## src/sv/fmv_pkg.sv

```systemverilog
// Shared types, constants and the operator schedule for the four-operator FM voice.
package fmv_pkg;

  // Phase accumulator width, sine resolution and output width.
  localparam int PHASE_BITS      = 32;
  localparam int SINE_TABLE_BITS = 10;
  localparam int SAMPLE_BITS     = 16;

  // Field widths fixed by the register map and the channels.
  localparam int CFG_W     = 32;
  localparam int CFG_IDX_W = 3;
  localparam int ALG_W     = 2;
  localparam int DEPTH_W   = 12;
  localparam int AMP_W     = 16;
  localparam int SIN_W     = 16;

  // Weighted sum of three Q1.15 sines times Q4.8 depths needs 30 signed bits.
  localparam int W_W = 30;

  // Modulation offset: product shifted right by this many bits.
  localparam int OFFSET_SHIFT = 23;

  // The step is multiplied in two halves.
  localparam int STEP_LO_BITS = PHASE_BITS / 2;
  localparam int STEP_HI_BITS = PHASE_BITS - STEP_LO_BITS;
  localparam int ACC_W        = OFFSET_SHIFT + PHASE_BITS;

  // Shared multiplier: signed A by signed B.
  localparam int MUL_A_W = 32;
  localparam int MUL_B_W = 18;
  localparam int PROD_W  = MUL_A_W + MUL_B_W;
  localparam int EXT_W   = 64;

  // Quarter-wave polynomial in Q16.
  localparam int POLY_SHIFT = 16;
  localparam int X_W        = POLY_SHIFT + 1;
  localparam int FRAC_BITS  = SINE_TABLE_BITS - 2;
  localparam int X_SHIFT    = POLY_SHIFT - FRAC_BITS;
  localparam logic [X_W-1:0] X_ONE  = X_W'(65536);
  localparam logic [X_W-1:0] POLY_A = X_W'(102944);
  localparam logic [X_W-1:0] POLY_B = X_W'(42047);
  localparam logic [X_W-1:0] POLY_C = X_W'(4640);
  localparam logic [X_W-1:0] SIN_SCALE = X_W'(32767);
  localparam logic [X_W+POLY_SHIFT-1:0] ROUND_HALF = (X_W + POLY_SHIFT)'(32768);
  localparam logic [X_W-1:0] SIN_MAX = X_W'(32767);

  // The product of sine and amplitude spans SIN_W + AMP_W bits.
  localparam int OUT_MSB = SIN_W + AMP_W - 1;

  localparam int SLOT_W = 3;

  // Operator numbers: the carrier is operator zero.
  localparam logic [1:0] OP_CARRIER = 2'd0;
  localparam logic [1:0] OP_ONE     = 2'd1;
  localparam logic [1:0] OP_TWO     = 2'd2;
  localparam logic [1:0] OP_THREE   = 2'd3;

  typedef enum logic [CFG_IDX_W-1:0] {
    REG_ALGORITHM,
    REG_CARRIER_STEP,
    REG_MOD_ONE_STEP,
    REG_MOD_TWO_STEP,
    REG_MOD_THREE_STEP,
    REG_DEPTH_ONE,
    REG_DEPTH_TWO,
    REG_DEPTH_THREE
  } reg_idx_t;

  typedef enum logic [ALG_W-1:0] {
    ALG_PARALLEL,
    ALG_SERIAL,
    ALG_FEEDBACK
  } alg_t;

  typedef enum logic [3:0] {
    ST_IDLE,
    ST_LOAD,
    ST_X2,
    ST_T1,
    ST_T2,
    ST_Y,
    ST_S,
    ST_SGN,
    ST_W,
    ST_ACC,
    ST_OFLO,
    ST_OFHI,
    ST_OFSUM,
    ST_OUT
  } state_t;

  // One operator evaluation within a sample tick.
  typedef struct packed {
    logic [1:0] op;       // operator whose sine is taken
    logic       use_off;  // add the pending offset to its phase
    logic       upd;      // advance its accumulator
    logic       acc;      // add to the weighted sum rather than restart it
    logic       do_off;   // turn the weighted sum into an offset
    logic [1:0] tgt;      // operator whose step scales that offset
  } slot_t;

  typedef struct packed {
    state_t state;
    slot_t  slot;
    logic   mul_en;
  } ctl_t;

  // Schedule of operator evaluations for each algorithm; the last is the carrier.
  function automatic slot_t slot_desc(input logic [ALG_W-1:0] alg,
                                      input logic [SLOT_W-1:0] slot);
    slot_t d;
    d = '{op: OP_CARRIER, use_off: 1'b1, upd: 1'b1, acc: 1'b0, do_off: 1'b0,
          tgt: OP_CARRIER};
    case (alg_t'(alg))
      ALG_SERIAL: begin
        case (slot)
          3'd0: d = '{op: OP_THREE, use_off: 1'b0, upd: 1'b1, acc: 1'b0,
                      do_off: 1'b1, tgt: OP_TWO};
          3'd1: d = '{op: OP_TWO, use_off: 1'b1, upd: 1'b1, acc: 1'b0,
                      do_off: 1'b1, tgt: OP_ONE};
          3'd2: d = '{op: OP_ONE, use_off: 1'b1, upd: 1'b1, acc: 1'b0,
                      do_off: 1'b1, tgt: OP_CARRIER};
          default: ;
        endcase
      end
      ALG_FEEDBACK: begin
        case (slot)
          // First look at operator one only sets its own feedback offset.
          3'd0: d = '{op: OP_ONE, use_off: 1'b0, upd: 1'b0, acc: 1'b0,
                      do_off: 1'b1, tgt: OP_ONE};
          3'd1: d = '{op: OP_ONE, use_off: 1'b1, upd: 1'b1, acc: 1'b0,
                      do_off: 1'b0, tgt: OP_CARRIER};
          3'd2: d = '{op: OP_TWO, use_off: 1'b0, upd: 1'b1, acc: 1'b1,
                      do_off: 1'b0, tgt: OP_CARRIER};
          3'd3: d = '{op: OP_THREE, use_off: 1'b0, upd: 1'b1, acc: 1'b1,
                      do_off: 1'b1, tgt: OP_CARRIER};
          default: ;
        endcase
      end
      default: begin
        case (slot)
          3'd0: d = '{op: OP_ONE, use_off: 1'b0, upd: 1'b1, acc: 1'b0,
                      do_off: 1'b0, tgt: OP_CARRIER};
          3'd1: d = '{op: OP_TWO, use_off: 1'b0, upd: 1'b1, acc: 1'b1,
                      do_off: 1'b0, tgt: OP_CARRIER};
          3'd2: d = '{op: OP_THREE, use_off: 1'b0, upd: 1'b1, acc: 1'b1,
                      do_off: 1'b1, tgt: OP_CARRIER};
          default: ;
        endcase
      end
    endcase
    return d;
  endfunction

endpackage

```

## src/sv/fm_four_operator_voice_core.sv

```systemverilog
// Top level of the four-operator FM voice: registers, phase accumulators and shared datapath.
//
//   channel  direction  signals                        word
//   in       sink       in_valid in_ready in_amplitude  one amplitude per sample tick
//   out      source     out_valid out_ready out_sample  one signed sample
//   cfg      sink       cfg_we cfg_index cfg_data       one register write, no wait
//
// One 32x18 multiplier evaluates every sine polynomial (five products), every depth
// product, both halves of each offset and the output.
// Reset clears the configuration registers, the phase accumulators and the output valid
// flag, not the datapath working registers; no clearing pass is needed. A held output
// word stalls only the final write; the next word may be accepted as soon as the result sits in the output register.
module fm_four_operator_voice_core (
  input  logic                                   clk,
  input  logic                                   rst_n,
  input  logic                                   in_valid,
  output logic                                   in_ready,
  input  logic [fmv_pkg::AMP_W-1:0]              in_amplitude,
  output logic                                   out_valid,
  input  logic                                   out_ready,
  output logic signed [fmv_pkg::SAMPLE_BITS-1:0] out_sample,
  input  logic                                   cfg_we,
  input  logic [fmv_pkg::CFG_IDX_W-1:0]          cfg_index,
  input  logic [fmv_pkg::CFG_W-1:0]              cfg_data
);

  localparam int PB = fmv_pkg::PHASE_BITS;

  fmv_pkg::ctl_t                          ctl;
  logic                                   start;
  logic                                   out_free;

  logic [fmv_pkg::ALG_W-1:0]              alg_r;
  logic [PB-1:0]                          step_r [4];
  logic [fmv_pkg::DEPTH_W-1:0]            depth_one_r, depth_two_r, depth_three_r;
  logic [PB-1:0]                          ph_r [4];

  logic [PB-1:0]                          sph_r, off_r;
  logic [fmv_pkg::X_W-1:0]                x2_r;
  logic signed [fmv_pkg::SIN_W-1:0]       sin_r;
  logic signed [fmv_pkg::W_W-1:0]         w_r;
  logic [fmv_pkg::ACC_W-1:0]              acc_r;
  logic signed [fmv_pkg::PROD_W-1:0]      prod_r;
  logic [fmv_pkg::AMP_W-1:0]              amp_r;
  logic                                   out_valid_r;
  logic [fmv_pkg::SAMPLE_BITS-1:0]        out_sample_r;

  logic [1:0]                             quad;
  logic [fmv_pkg::FRAC_BITS-1:0]          frac;
  logic [fmv_pkg::X_W-1:0]                x_base, x;
  logic [fmv_pkg::X_W-1:0]                poly_hi;
  logic [fmv_pkg::X_W+fmv_pkg::POLY_SHIFT-1:0] s_round;
  logic [fmv_pkg::X_W-1:0]                s_mag;
  logic signed [fmv_pkg::SIN_W-1:0]       s_clip, sin_val;
  logic [PB-1:0]                          sel_ph, sel_step, tgt_step;
  logic [fmv_pkg::DEPTH_W-1:0]            sel_depth;
  logic signed [fmv_pkg::MUL_A_W-1:0]     mul_a;
  logic signed [fmv_pkg::MUL_B_W-1:0]     mul_b;
  logic signed [fmv_pkg::EXT_W-1:0]       prod_ext;
  logic [fmv_pkg::ACC_W-1:0]              off_sum;

  fmv_ctrl u_ctrl (
    .clk      (clk),
    .rst_n    (rst_n),
    .start    (start),
    .alg      (alg_r),
    .out_free (out_free),
    .ctl      (ctl)
  );

  assign in_ready   = (ctl.state == fmv_pkg::ST_IDLE);
  assign start      = in_valid && in_ready;
  assign out_free   = !out_valid_r || out_ready;
  assign out_valid  = out_valid_r;
  assign out_sample = out_sample_r;

  // Configuration registers.
  always_ff @(posedge clk) begin
    if (!rst_n) begin
      alg_r         <= '0;
      step_r[0]     <= '0;
      step_r[1]     <= '0;
      step_r[2]     <= '0;
      step_r[3]     <= '0;
      depth_one_r   <= '0;
      depth_two_r   <= '0;
      depth_three_r <= '0;
    end else if (cfg_we) begin
      case (fmv_pkg::reg_idx_t'(cfg_index))
        fmv_pkg::REG_ALGORITHM:      alg_r         <= cfg_data[fmv_pkg::ALG_W-1:0];
        fmv_pkg::REG_CARRIER_STEP:   step_r[0]     <= cfg_data[PB-1:0];
        fmv_pkg::REG_MOD_ONE_STEP:   step_r[1]     <= cfg_data[PB-1:0];
        fmv_pkg::REG_MOD_TWO_STEP:   step_r[2]     <= cfg_data[PB-1:0];
        fmv_pkg::REG_MOD_THREE_STEP: step_r[3]     <= cfg_data[PB-1:0];
        fmv_pkg::REG_DEPTH_ONE:      depth_one_r   <= cfg_data[fmv_pkg::DEPTH_W-1:0];
        fmv_pkg::REG_DEPTH_TWO:      depth_two_r   <= cfg_data[fmv_pkg::DEPTH_W-1:0];
        fmv_pkg::REG_DEPTH_THREE:    depth_three_r <= cfg_data[fmv_pkg::DEPTH_W-1:0];
        default: ;
      endcase
    end
  end

  assign sel_ph   = ph_r[ctl.slot.op];
  assign sel_step = step_r[ctl.slot.op];
  assign tgt_step = step_r[ctl.slot.tgt];

  always_comb begin
    case (ctl.slot.op)
      fmv_pkg::OP_ONE: sel_depth = depth_one_r;
      fmv_pkg::OP_TWO: sel_depth = depth_two_r;
      default:         sel_depth = depth_three_r;
    endcase
  end

  // Table index of the held phase: quadrant and position within it.
  assign quad   = sph_r[PB-1 -: 2];
  assign frac   = sph_r[PB-3 -: fmv_pkg::FRAC_BITS];
  assign x_base = {1'b0, frac, {fmv_pkg::X_SHIFT{1'b0}}};
  assign x      = quad[0] ? (fmv_pkg::X_ONE - x_base) : x_base;

  assign poly_hi = prod_r[fmv_pkg::POLY_SHIFT +: fmv_pkg::X_W];
  assign s_round = prod_r[fmv_pkg::X_W+fmv_pkg::POLY_SHIFT-1:0] + fmv_pkg::ROUND_HALF;
  assign s_mag   = s_round[fmv_pkg::POLY_SHIFT +: fmv_pkg::X_W];
  assign s_clip  = (s_mag > fmv_pkg::SIN_MAX) ? fmv_pkg::SIN_W'(fmv_pkg::SIN_MAX)
                                              : fmv_pkg::SIN_W'(s_mag);
  assign sin_val = quad[1] ? -s_clip : s_clip;

  assign prod_ext = fmv_pkg::EXT_W'(prod_r);
  // Low half product sits in acc_r; the high half is weighted by the low half's width.
  assign off_sum  = acc_r + (prod_ext[fmv_pkg::ACC_W-1:0] << fmv_pkg::STEP_LO_BITS);

  // Operand selection for the shared multiplier.
  always_comb begin
    mul_a = '0;
    mul_b = '0;
    case (ctl.state)
      fmv_pkg::ST_X2: begin
        mul_a = fmv_pkg::MUL_A_W'(x);
        mul_b = fmv_pkg::MUL_B_W'(x);
      end
      fmv_pkg::ST_T1: begin
        mul_a = fmv_pkg::MUL_A_W'(fmv_pkg::POLY_C);
        mul_b = fmv_pkg::MUL_B_W'(poly_hi);
      end
      fmv_pkg::ST_T2: begin
        mul_a = fmv_pkg::MUL_A_W'(fmv_pkg::POLY_B - poly_hi);
        mul_b = fmv_pkg::MUL_B_W'(x2_r);
      end
      fmv_pkg::ST_Y: begin
        mul_a = fmv_pkg::MUL_A_W'(fmv_pkg::POLY_A - poly_hi);
        mul_b = fmv_pkg::MUL_B_W'(x);
      end
      fmv_pkg::ST_S: begin
        mul_a = fmv_pkg::MUL_A_W'(poly_hi);
        mul_b = fmv_pkg::MUL_B_W'(fmv_pkg::SIN_SCALE);
      end
      fmv_pkg::ST_W: begin
        mul_a = fmv_pkg::MUL_A_W'(sin_r);
        if (ctl.slot.op == fmv_pkg::OP_CARRIER) begin
          mul_b = fmv_pkg::MUL_B_W'(amp_r);
        end else begin
          mul_b = fmv_pkg::MUL_B_W'(sel_depth);
        end
      end
      fmv_pkg::ST_OFLO: begin
        mul_a = fmv_pkg::MUL_A_W'(w_r);
        mul_b = fmv_pkg::MUL_B_W'(tgt_step[fmv_pkg::STEP_LO_BITS-1:0]);
      end
      fmv_pkg::ST_OFHI: begin
        mul_a = fmv_pkg::MUL_A_W'(w_r);
        mul_b = fmv_pkg::MUL_B_W'(tgt_step[fmv_pkg::STEP_LO_BITS +: fmv_pkg::STEP_HI_BITS]);
      end
      default: ;
    endcase
  end

  // Phase accumulators advance once the modulated phase has been captured.
  always_ff @(posedge clk) begin
    if (!rst_n) begin
      ph_r[0] <= '0;
      ph_r[1] <= '0;
      ph_r[2] <= '0;
      ph_r[3] <= '0;
    end else if (ctl.state == fmv_pkg::ST_X2 && ctl.slot.upd) begin
      ph_r[ctl.slot.op] <= sph_r + sel_step;
    end
  end

  // Working registers of the datapath.
  always_ff @(posedge clk) begin
    case (ctl.state)
      fmv_pkg::ST_IDLE: begin
        if (start) begin
          amp_r <= in_amplitude;
        end
      end
      fmv_pkg::ST_LOAD:  sph_r <= sel_ph + (ctl.slot.use_off ? off_r : '0);
      fmv_pkg::ST_T1:    x2_r  <= poly_hi;
      fmv_pkg::ST_SGN:   sin_r <= sin_val;
      fmv_pkg::ST_ACC:   w_r   <= (ctl.slot.acc ? w_r : '0) + fmv_pkg::W_W'(prod_r);
      fmv_pkg::ST_OFHI:  acc_r <= prod_ext[fmv_pkg::ACC_W-1:0];
      fmv_pkg::ST_OFSUM: off_r <= off_sum[fmv_pkg::ACC_W-1:fmv_pkg::OFFSET_SHIFT];
      default: ;
    endcase
    if (ctl.mul_en) begin
      prod_r <= mul_a * mul_b;
    end
  end

  // Output register.
  always_ff @(posedge clk) begin
    if (!rst_n) begin
      out_valid_r <= 1'b0;
    end else if (ctl.state == fmv_pkg::ST_OUT && out_free) begin
      out_valid_r <= 1'b1;
    end else if (out_ready) begin
      out_valid_r <= 1'b0;
    end
  end

  always_ff @(posedge clk) begin
    if (ctl.state == fmv_pkg::ST_OUT && out_free) begin
      out_sample_r <= prod_r[fmv_pkg::OUT_MSB -: fmv_pkg::SAMPLE_BITS];
    end
  end

`ifndef SYNTH
  a_busy_after_accept: assert property (@(posedge clk) disable iff (!rst_n)
    start |=> !in_ready)
    else $error("input accepted while a word was already in progress");

  a_out_from_carrier: assert property (@(posedge clk) disable iff (!rst_n)
    ctl.state == fmv_pkg::ST_OUT |-> ctl.slot.op == fmv_pkg::OP_CARRIER)
    else $error("output stage reached before the carrier was evaluated");

  a_idle_phase_hold: assert property (@(posedge clk) disable iff (!rst_n)
    ctl.state == fmv_pkg::ST_IDLE |=> $stable(ph_r[0]))
    else $error("carrier phase moved while the voice was idle");

  a_out_rise_source: assert property (@(posedge clk) disable iff (!rst_n)
    $rose(out_valid_r) |-> $past(ctl.state) == fmv_pkg::ST_OUT)
    else $error("output word appeared outside the output stage");
`endif

endmodule

```

## src/sv/fmv_ctrl.sv

```systemverilog
// Sequencer that steps the shared multiplier through each operator of a sample tick.
module fmv_ctrl (
  input  logic                       clk,
  input  logic                       rst_n,
  input  logic                       start,
  input  logic [fmv_pkg::ALG_W-1:0]  alg,
  input  logic                       out_free,
  output fmv_pkg::ctl_t              ctl
);

  fmv_pkg::state_t                state_r, state_nxt;
  logic [fmv_pkg::SLOT_W-1:0]     slot_r, slot_nxt;
  fmv_pkg::slot_t                 cur;

  assign cur = fmv_pkg::slot_desc(alg, slot_r);

  always_ff @(posedge clk) begin
    if (!rst_n) begin
      state_r <= fmv_pkg::ST_IDLE;
      slot_r  <= '0;
    end else begin
      state_r <= state_nxt;
      slot_r  <= slot_nxt;
    end
  end

  always_comb begin
    state_nxt = state_r;
    slot_nxt  = slot_r;
    case (state_r)
      fmv_pkg::ST_IDLE: begin
        if (start) begin
          state_nxt = fmv_pkg::ST_LOAD;
          slot_nxt  = '0;
        end
      end
      fmv_pkg::ST_LOAD: state_nxt = fmv_pkg::ST_X2;
      fmv_pkg::ST_X2:   state_nxt = fmv_pkg::ST_T1;
      fmv_pkg::ST_T1:   state_nxt = fmv_pkg::ST_T2;
      fmv_pkg::ST_T2:   state_nxt = fmv_pkg::ST_Y;
      fmv_pkg::ST_Y:    state_nxt = fmv_pkg::ST_S;
      fmv_pkg::ST_S:    state_nxt = fmv_pkg::ST_SGN;
      fmv_pkg::ST_SGN:  state_nxt = fmv_pkg::ST_W;
      fmv_pkg::ST_W: begin
        if (cur.op == fmv_pkg::OP_CARRIER) begin
          state_nxt = fmv_pkg::ST_OUT;
        end else begin
          state_nxt = fmv_pkg::ST_ACC;
        end
      end
      fmv_pkg::ST_ACC: begin
        if (cur.do_off) begin
          state_nxt = fmv_pkg::ST_OFLO;
        end else begin
          state_nxt = fmv_pkg::ST_LOAD;
          slot_nxt  = slot_r + 1'b1;
        end
      end
      fmv_pkg::ST_OFLO: state_nxt = fmv_pkg::ST_OFHI;
      fmv_pkg::ST_OFHI: state_nxt = fmv_pkg::ST_OFSUM;
      fmv_pkg::ST_OFSUM: begin
        state_nxt = fmv_pkg::ST_LOAD;
        slot_nxt  = slot_r + 1'b1;
      end
      fmv_pkg::ST_OUT: begin
        // Wait here while the previous word is still held at the output.
        if (out_free) begin
          state_nxt = fmv_pkg::ST_IDLE;
        end
      end
      default: state_nxt = fmv_pkg::ST_IDLE;
    endcase
  end

  always_comb begin
    ctl.state  = state_r;
    ctl.slot   = cur;
    ctl.mul_en = state_r inside {fmv_pkg::ST_X2, fmv_pkg::ST_T1, fmv_pkg::ST_T2,
                                 fmv_pkg::ST_Y, fmv_pkg::ST_S, fmv_pkg::ST_W,
                                 fmv_pkg::ST_OFLO, fmv_pkg::ST_OFHI};
  end

endmodule
```

## config.mk

```make
export PLATFORM = sky130hd
export DESIGN_NAME = fm_four_operator_voice_core
export DESIGN_NICKNAME = d
export VERILOG_FILES = /design/src/sv/fmv_pkg.sv /design/src/sv/fm_four_operator_voice_core.sv /design/src/sv/fmv_ctrl.sv
export SDC_FILE = /design/constraint.sdc
export NUM_CORES = 2
export LEC_CHECK = 0
export ABC_AREA = 1
export BUFFER_PORTS_ARGS = -buffer_cell sky130_fd_sc_hd__clkbuf_2
export CAP_MARGIN = 20
export CORE_UTILIZATION = 36
export DETAILED_ROUTE_END_ITERATION = 16
export GPL_ROUTABILITY_DRIVEN = 0
export HOLD_SLACK_MARGIN = 0.08
export PLACE_DENSITY_LB_ADDON = 0.05
export SYNTH_ARGS = -nofsm -noshare
export SYNTH_HDL_FRONTEND = slang
export SYNTH_SLANG_ARGS = --single-unit
```

## constraint.sdc

```tcl
create_clock -name clk -period 10 [get_ports clk]
set_input_delay 0.5 -clock clk [delete_from_list [all_inputs] [get_ports clk]]
set_output_delay 0.5 -clock clk [all_outputs]
set_load 0.02 [all_outputs]
```

======== Word-level counts from Yosys, hierarchy flattened ========
Memory sizes are Yosys's and may differ from the RTL's.
Cells that the tools add are included.
cells by class
  add/sub/neg operators ................... 10
  $mul .................................... 1
  magnitude comparators ................... 1
  equality and inequality tests ........... 30
  muxes and demuxes ....................... 50
  bitwise operators ....................... 4
  reductions and logical operators ........ 22
operators with widths
  kind                                                              count
  one-hot mux 32 bit (7 select lines)                               1
  2-to-1 mux 32 bit                                                 6
  one-hot mux 17 bit (7 select lines)                               1
  adder 32 bit                                                      2
  one-hot mux 4 bit (14 select lines)                               1
  adder 55 bit                                                      1
  multiplier 32 x 18 -> 50 bit                                      1
  2-to-1 mux 16 bit                                                 3
  one-hot mux 8 bit (3 select lines)                                2
  adder 33 x 16 -> 33 bit (second input constant)                   1
  one-hot mux 8 bit (4 select lines)                                1
  OR reduction 32 bit                                               1
  adder 30 bit                                                      1
  2-to-1 mux 30 bit                                                 1
  equality test 4 bit (second input constant)                       6
  one-hot mux 12 bit (2 select lines)                               1
  2-to-1 mux 1 bit                                                  23
  subtractor 16 x 17 -> 18 bit (first input constant)               1
  subtractor 17 x 17 -> 18 bit (first input constant)               1
  greater-than comparator 17 x 15 -> 1 bit (second input constant)  1
  2-to-1 mux 17 bit                                                 1
  subtractor 17 x 16 -> 17 bit (first input constant)               1
  equality test 4 x 3 -> 1 bit (second input constant)              4
  negator 16 bit                                                    1
  28 further kinds                                                  55
word-level totals
  register bits ........................... 305
  bits in writable memories ............... 256
  bits of input ports ..................... 56
  output and inout bits ................... 18
  logic and storage cells ................. 136
  memories ................................ 2
memory list
  name    words  width  rd ports  clocked after Yosys merged registers in  wr ports  RTL line                           RTL
  ph_r    4      32     1         0                                        4         fm_four_operator_voice_core.sv:36  logic [PB-1:0] ph_r [4];
  step_r  4      32     2         0                                        4         fm_four_operator_voice_core.sv:34  logic [PB-1:0] step_r [4];

======== Longest topological paths before layout ========
  depth after elaboration ................. 9
  gate-level depth with buffers ........... 46
  depth with buffers taken out ............ 41

======== By module ========
From an unflattened synthesis, not the netlist that was laid out.
second synthesis, totals
  cells, all modules ...................... 6059
  area total of the unflattened synthesis .. 51119.0 um^2
by module, submodules not included
  module                       instances  cells each  area an instance (um^2)  seq. area each (um^2)
  fm_four_operator_voice_core  1          5934        50374.6                  15765.1
  fmv_ctrl                     1          125         744.5                    140.1

======== Least setup slack after synthesis ========
OpenSTA, ideal clock, no wires.
  path kind ............................... register -> register
  from .................................... register u_ctrl.slot_r[0] in the netlist's numbering
  to ...................................... register prod_r[47] in the netlist's numbering, data pin
  library setup time ...................... 0.261 ns
  arrival time ............................ 7.694 ns
  required time ........................... 9.739 ns
  setup slack ............................. 2.045 ns
  stages on the path, launching flop included .. 39
  buffers on the path ..................... 4
  cell sequence ........................... dfxtp_1 ha_1 ha_1 inv_1 nand2_1 o21ai_0 nand2_1 inv_2 buf_2 buf_2 ha_1 inv_1 clkbuf_1 nand3_1 o21ai_0 a21oi_1 a211oi_1 nand3_1 [... 3 more ...] inv_1 fa_1 fa_1 inv_1 fa_1 inv_1 fa_1 inv_1 fa_1 inv_1 ha_1 nand2_1 inv_1 nand4_1 nor2_1 nor4_1 nand3_1 xor2_1
between the ends
  cells in the longest elaborated chain, start to end .. 8
RTL lines
  item                                                                        RTL line                            RTL
  start, declared                                                             fmv_ctrl.sv:12                      logic [fmv_pkg::SLOT_W-1:0] slot_r, slot_nxt;
  start signal, assigned                                                      fmv_ctrl.sv:23                      slot_r <= slot_nxt;
  equality test 3 x 2 -> 1 bit, or another cell as far along                  fmv_pkg.sv:127                      case (slot)
  one-hot mux 8 bit (4 select lines), or another cell as far along            fmv_pkg.sv:127
  one-hot mux 8 bit (2 select lines) *                                        fmv_pkg.sv:114                      case (alg_t'(alg))
  equality test 2 bit / equality test 2 x 1 -> 1 bit (equally long branches)  fm_four_operator_voice_core.sv:108  case (ctl.slot.op)
  one-hot mux 12 bit (2 select lines)                                         fm_four_operator_voice_core.sv:108
  2-to-1 mux 16 bit                                                           fm_four_operator_voice_core.sv:159  if (ctl.slot.op == fmv_pkg::OP_CARRIER) begin
  one-hot mux 17 bit (7 select lines) *                                       fm_four_operator_voice_core.sv:136  case (ctl.state)
  multiplier 32 x 18 -> 50 bit *                                              fm_four_operator_voice_core.sv:206  prod_r <= mul_a * mul_b;
  end signal, assigned                                                        fm_four_operator_voice_core.sv:206
  end, declared                                                               fm_four_operator_voice_core.sv:43   logic signed [fmv_pkg::PROD_W-1:0] prod_r;
Every way passes the cells marked *; elsewhere a longest branch is shown, timed or not.
A chain may end at the register's enable or synchronous reset.

======== Worst setup path after layout ========
  from .................................... register alg_r[0] in the netlist's numbering
  to ...................................... register prod_r[39] in the netlist's numbering, data pin
between the ends
  cells in the longest elaborated chain, start to end .. 7
RTL lines
  item                                                                        RTL line                            RTL
  start, declared                                                             fm_four_operator_voice_core.sv:33   logic [fmv_pkg::ALG_W-1:0] alg_r;
  start signal, assigned                                                      fm_four_operator_voice_core.sv:90   fmv_pkg::REG_ALGORITHM: alg_r <= cfg_data[fmv_pkg::ALG_W-1:0];
  equality test 2 bit / equality test 2 x 1 -> 1 bit (equally long branches)  fmv_pkg.sv:114
  one-hot mux 8 bit (2 select lines) *                                        fmv_pkg.sv:114
  equality test 2 bit / equality test 2 x 1 -> 1 bit (equally long branches)  fm_four_operator_voice_core.sv:108
  one-hot mux 12 bit (2 select lines)                                         fm_four_operator_voice_core.sv:108
  2-to-1 mux 16 bit                                                           fm_four_operator_voice_core.sv:159
  one-hot mux 17 bit (7 select lines) *                                       fm_four_operator_voice_core.sv:136
  multiplier 32 x 18 -> 50 bit *                                              fm_four_operator_voice_core.sv:206
Marked as above.

==> impl_metrics.ini <==
[detailed_routing]
ant_nets = 0
drcViolationCount = 0
wl_per_cell_um = 23.3
drtIter0Drc = 3594
drt_wl_total_um = 192000
first_pass_iters = 8
viasPerCell = 5.12
vias = 42300

[clock_network]
cts_buffer_depth = 3
cts_buffers = 61
cts-root-buf = clkbuf_16
htreeDepth = 2
clock_latency_ns = 0.71
cts.sinks = 545
tritoncts = yes
path_clk_slew_ns = 0.07
post_cts_buffers = 0

[critical_path]
critPathMaxStageDelay_ns = 0.55
r2r_setup_slack_ns = 0.53
timing.rr.start = alg_r[0]$_SDFFE_PN0P_
start_kind = register
crit_family = adder cells
critical_path_class = register to register
r2r_end = prod_r[39]$_DFFE_PP_
crit_end = prod_r[39]$_DFFE_PP_
cp-startpoint = alg_r[0]$_SDFFE_PN0P_
cp_slowest_cell = ha_1
cp.depth = 36
critPathBufInv = 8
arrival_ns = 9.81
endpoint_kind = register
worstPathRequired_ns = 10.34
ff2ff_path_depth = 36
critical_path_peak_fanout = 20

[sta]
fin_crit_ns = 9.47
tightest_slew_ns = 1.13
max_freq_ghz = 0.106
finalHoldViolCount = 0
fin_skew_ns = 0.0693
setup_violations = 0
slew_viol_final = 0
rsz0062_at_grt = false
fin_crit_sh = 0.947
max_slew_margin = 0.238
finalSetupTns_ns = 0

[logic_synthesis]
synth_cells = 6268
synth_cell_types = 63
synth_fp_nets = 7086
synth-async-reset-ratio = 0
syn_avg_cell_area_sq_um = 8.26
synth_area_leader_cell = edfxtp_1
ys.flop_type = edfxtp_1
seq_area_frac_synth = 0.307
yosys_warnings = 0
synth_top_cell_area_share = 0.289
synth_enable_flop_cells = 499
synth_area_leaders = edfxtp_1, fa_1, nand2_1, inv_1, ha_1
synth_area_sq_um = 51800
ys_ff_latch = 545

[floorplan]
initial_utilization = 0.364
die_y_um = 381
io_pins = 74
dieArea_sq_um = 145000
placement_rows = 138
fp.dieW_um = 381
core-area_sq_um = 142000

[global_routing]
grt_start_max_net_pins = 53
grt_first_pass_wirelength_um = 283000
first_global_vias = 42500
grt_overflow = 0
grt_usage = 0.262
antenna_found_initial = 5

[pwr]
p_leak_nw = 27.1
finalPower_w = 0.00720
p_per_area_nw_per_um2 = 127
peakVddDrop_uv = 152

[placed_design]
post_dp_cell_area_sq_um = 54400
port_buffers = 73
dp.cells = 8128
dp_hpwl_um = 149000

[final_layout]
syn_to_final_growth_pct = 9.16
nets = 7134
instances_no_fill = 8256
final_area_sq_um = 56500
layout-drive-gt1-share = 0.0613
diodes = 0

[hold_path]
hold_start = in_amplitude[14]
hp-class = primary input to register

[status]
status = complete, no violations

[job]
drv_cap = 0
metal layers:
metal | wire, um | global-route usage | up-vias
li1 | - | - | 19900
met1 | 86600 | 0.362 | 21100
met2 | 93500 | 0.450 | 1098
met3 | 7950 | 0.0182 | 193
met4 | 4050 | 0.0544 | 4
met5 | 21 | 0 | -
cells in the final DEF, fill, tap and decap left out, types with 14 or more instances in the layout:
master and instances:
dfxtp_1 46, o22ai_1 33, nor2_2 18, clkbuf_2 73, nor3_1 48, nor4_1 17
ha_1 261, nand2_2 16, nand2_1 1274, clkinv_2 14, clkbuf_16 61, inv_2 27
a31oi_1 33, nor2_1 736, nand3_1 274, o221ai_1 40, xnor2_1 58, a21oi_1 259
o21bai_1 36, buf_4 105, a211oi_1 14, fa_1 501, a21o_1 37, xor2_1 119
edfxtp_1 499, o21ai_0 268, nand4_1 38, inv_1 1261
sequential cells by signal (all words and copies together) (netlist names), 3 cells and up:
| name | count |
|---|---|
| amp_r | 16 |
| prod_r | 50 |
| acc_r | 34 |
| ph_r | 128 |
| depth_three_r | 12 |
| out_sample | 16 |
| step_r | 128 |
| u_ctrl.slot_r | 3 |
| depth_one_r | 12 |
| depth_two_r | 12 |
| u_ctrl.state_r | 4 |
| sin_r | 16 |
| sph_r | 32 |
| w_r | 30 |
| off_r | 32 |
| x2_r | 17 |
what timing repair did:
item | CTS | global route
resized for setup | 0 | 1
endpoints found under the setup margin | 0 | 1
endpoints found under the hold margin | 13 | 0
hold buffers | 13 | 0
power by group:
| part | total, W | leakage, nW | internal, W | switching, W |
|---|---|---|---|---|
| Clock | 0.00229 | 0.957 | 0.00126 | 0.00103 |
| Sequential | 0.00282 | 5.17 | 0.00269 | 0.000126 |
| Combinational | 0.00209 | 20.9 | 0.000570 | 0.00152 |
| Total | 0.00720 | 27.1 | 0.00452 | 0.00268 |
how the worst min path moves through the flow:
stage	cells after the start	slack (ns)	end
3_5_place_dp	2	0.49	u_ctrl.slot_r[2]$_SDFFE_PN0P_
6_report	1	0.15	amp_r[14]$_DFFE_PP_
3_3_place_gp	2	0.49	u_ctrl.slot_r[2]$_SDFFE_PN0P_
2_1_floorplan	0	0.40	acc_r[39]$_DFFE_PP_
5_1_grt	1	0.11	amp_r[14]$_DFFE_PP_
4_1_cts	1	0.09	amp_r[14]$_DFFE_PP_
area by class of cell:
type / count / area, sq um
Sequential cell: 545 / 15900
Fill cell: 14700 / 85600
Clock inverter: 42 / 423
Inverter: 1290 / 4840
Multi-Input combinational cell: 4223 / 30100
Tap cell: 1890 / 2360
Clock buffer: 71 / 1560
Timing Repair Buffer: 195 / 1350
logic make-up after synthesis:
logic type	count (synthesis)	synth area share
and+or+nand+nor	2482	0.199
AOI/OAI and AO/OA	802	0.0914
adders and majority gates	762	0.257
DFF	545	0.307
buffers and inverters	1500	0.115
xor gates and xnor gates	177	0.0299
synthesized netlist by cell type (3+ instances only):
cell type / n
nand2_1: 1280
inv_1: 1261
nor2_1: 747
fa_1: 501
edfxtp_1: 499
nand3_1: 276
o21ai_0: 273
ha_1: 261
a21oi_1: 259
xor2_1: 119
buf_2: 86
clkbuf_1: 75
xnor2_1: 58
nor3_1: 48
dfxtp_1: 46
o221ai_1: 40
nand4_1: 38
a21o_1: 37
o21bai_1: 36
a31oi_1: 33
o22ai_1: 33
buf_4: 30
inv_2: 28
nor4_1: 17
a211oi_1: 14
and2_1: 13
buf_6: 12
nand4_4: 12
a21boi_0: 11
nand2_2: 11
o21a_1: 11
nor2_2: 10
o211ai_1: 9
a221oi_1: 7
nand3b_1: 7
nor2_4: 7
and3_1: 5
buf_1: 5
o221a_2: 5
o31ai_1: 5
a2111oi_0: 4
o21ai_1: 4
or2_2: 4
a22o_1: 3
a31o_2: 3
through the flow:
step	utilization	hold slack, ns	setup slack, ns
global route	0.398	0.108	0.0373
floorplan	-	0.400	2.04
detailed placement	0.383	0.490	0.582
finish	0.398	0.147	0.533
CTS	0.397	0.0855	0.473
global placement	0.383	0.487	0.574
No activity file was read; power rests on OpenSTA's default activity.
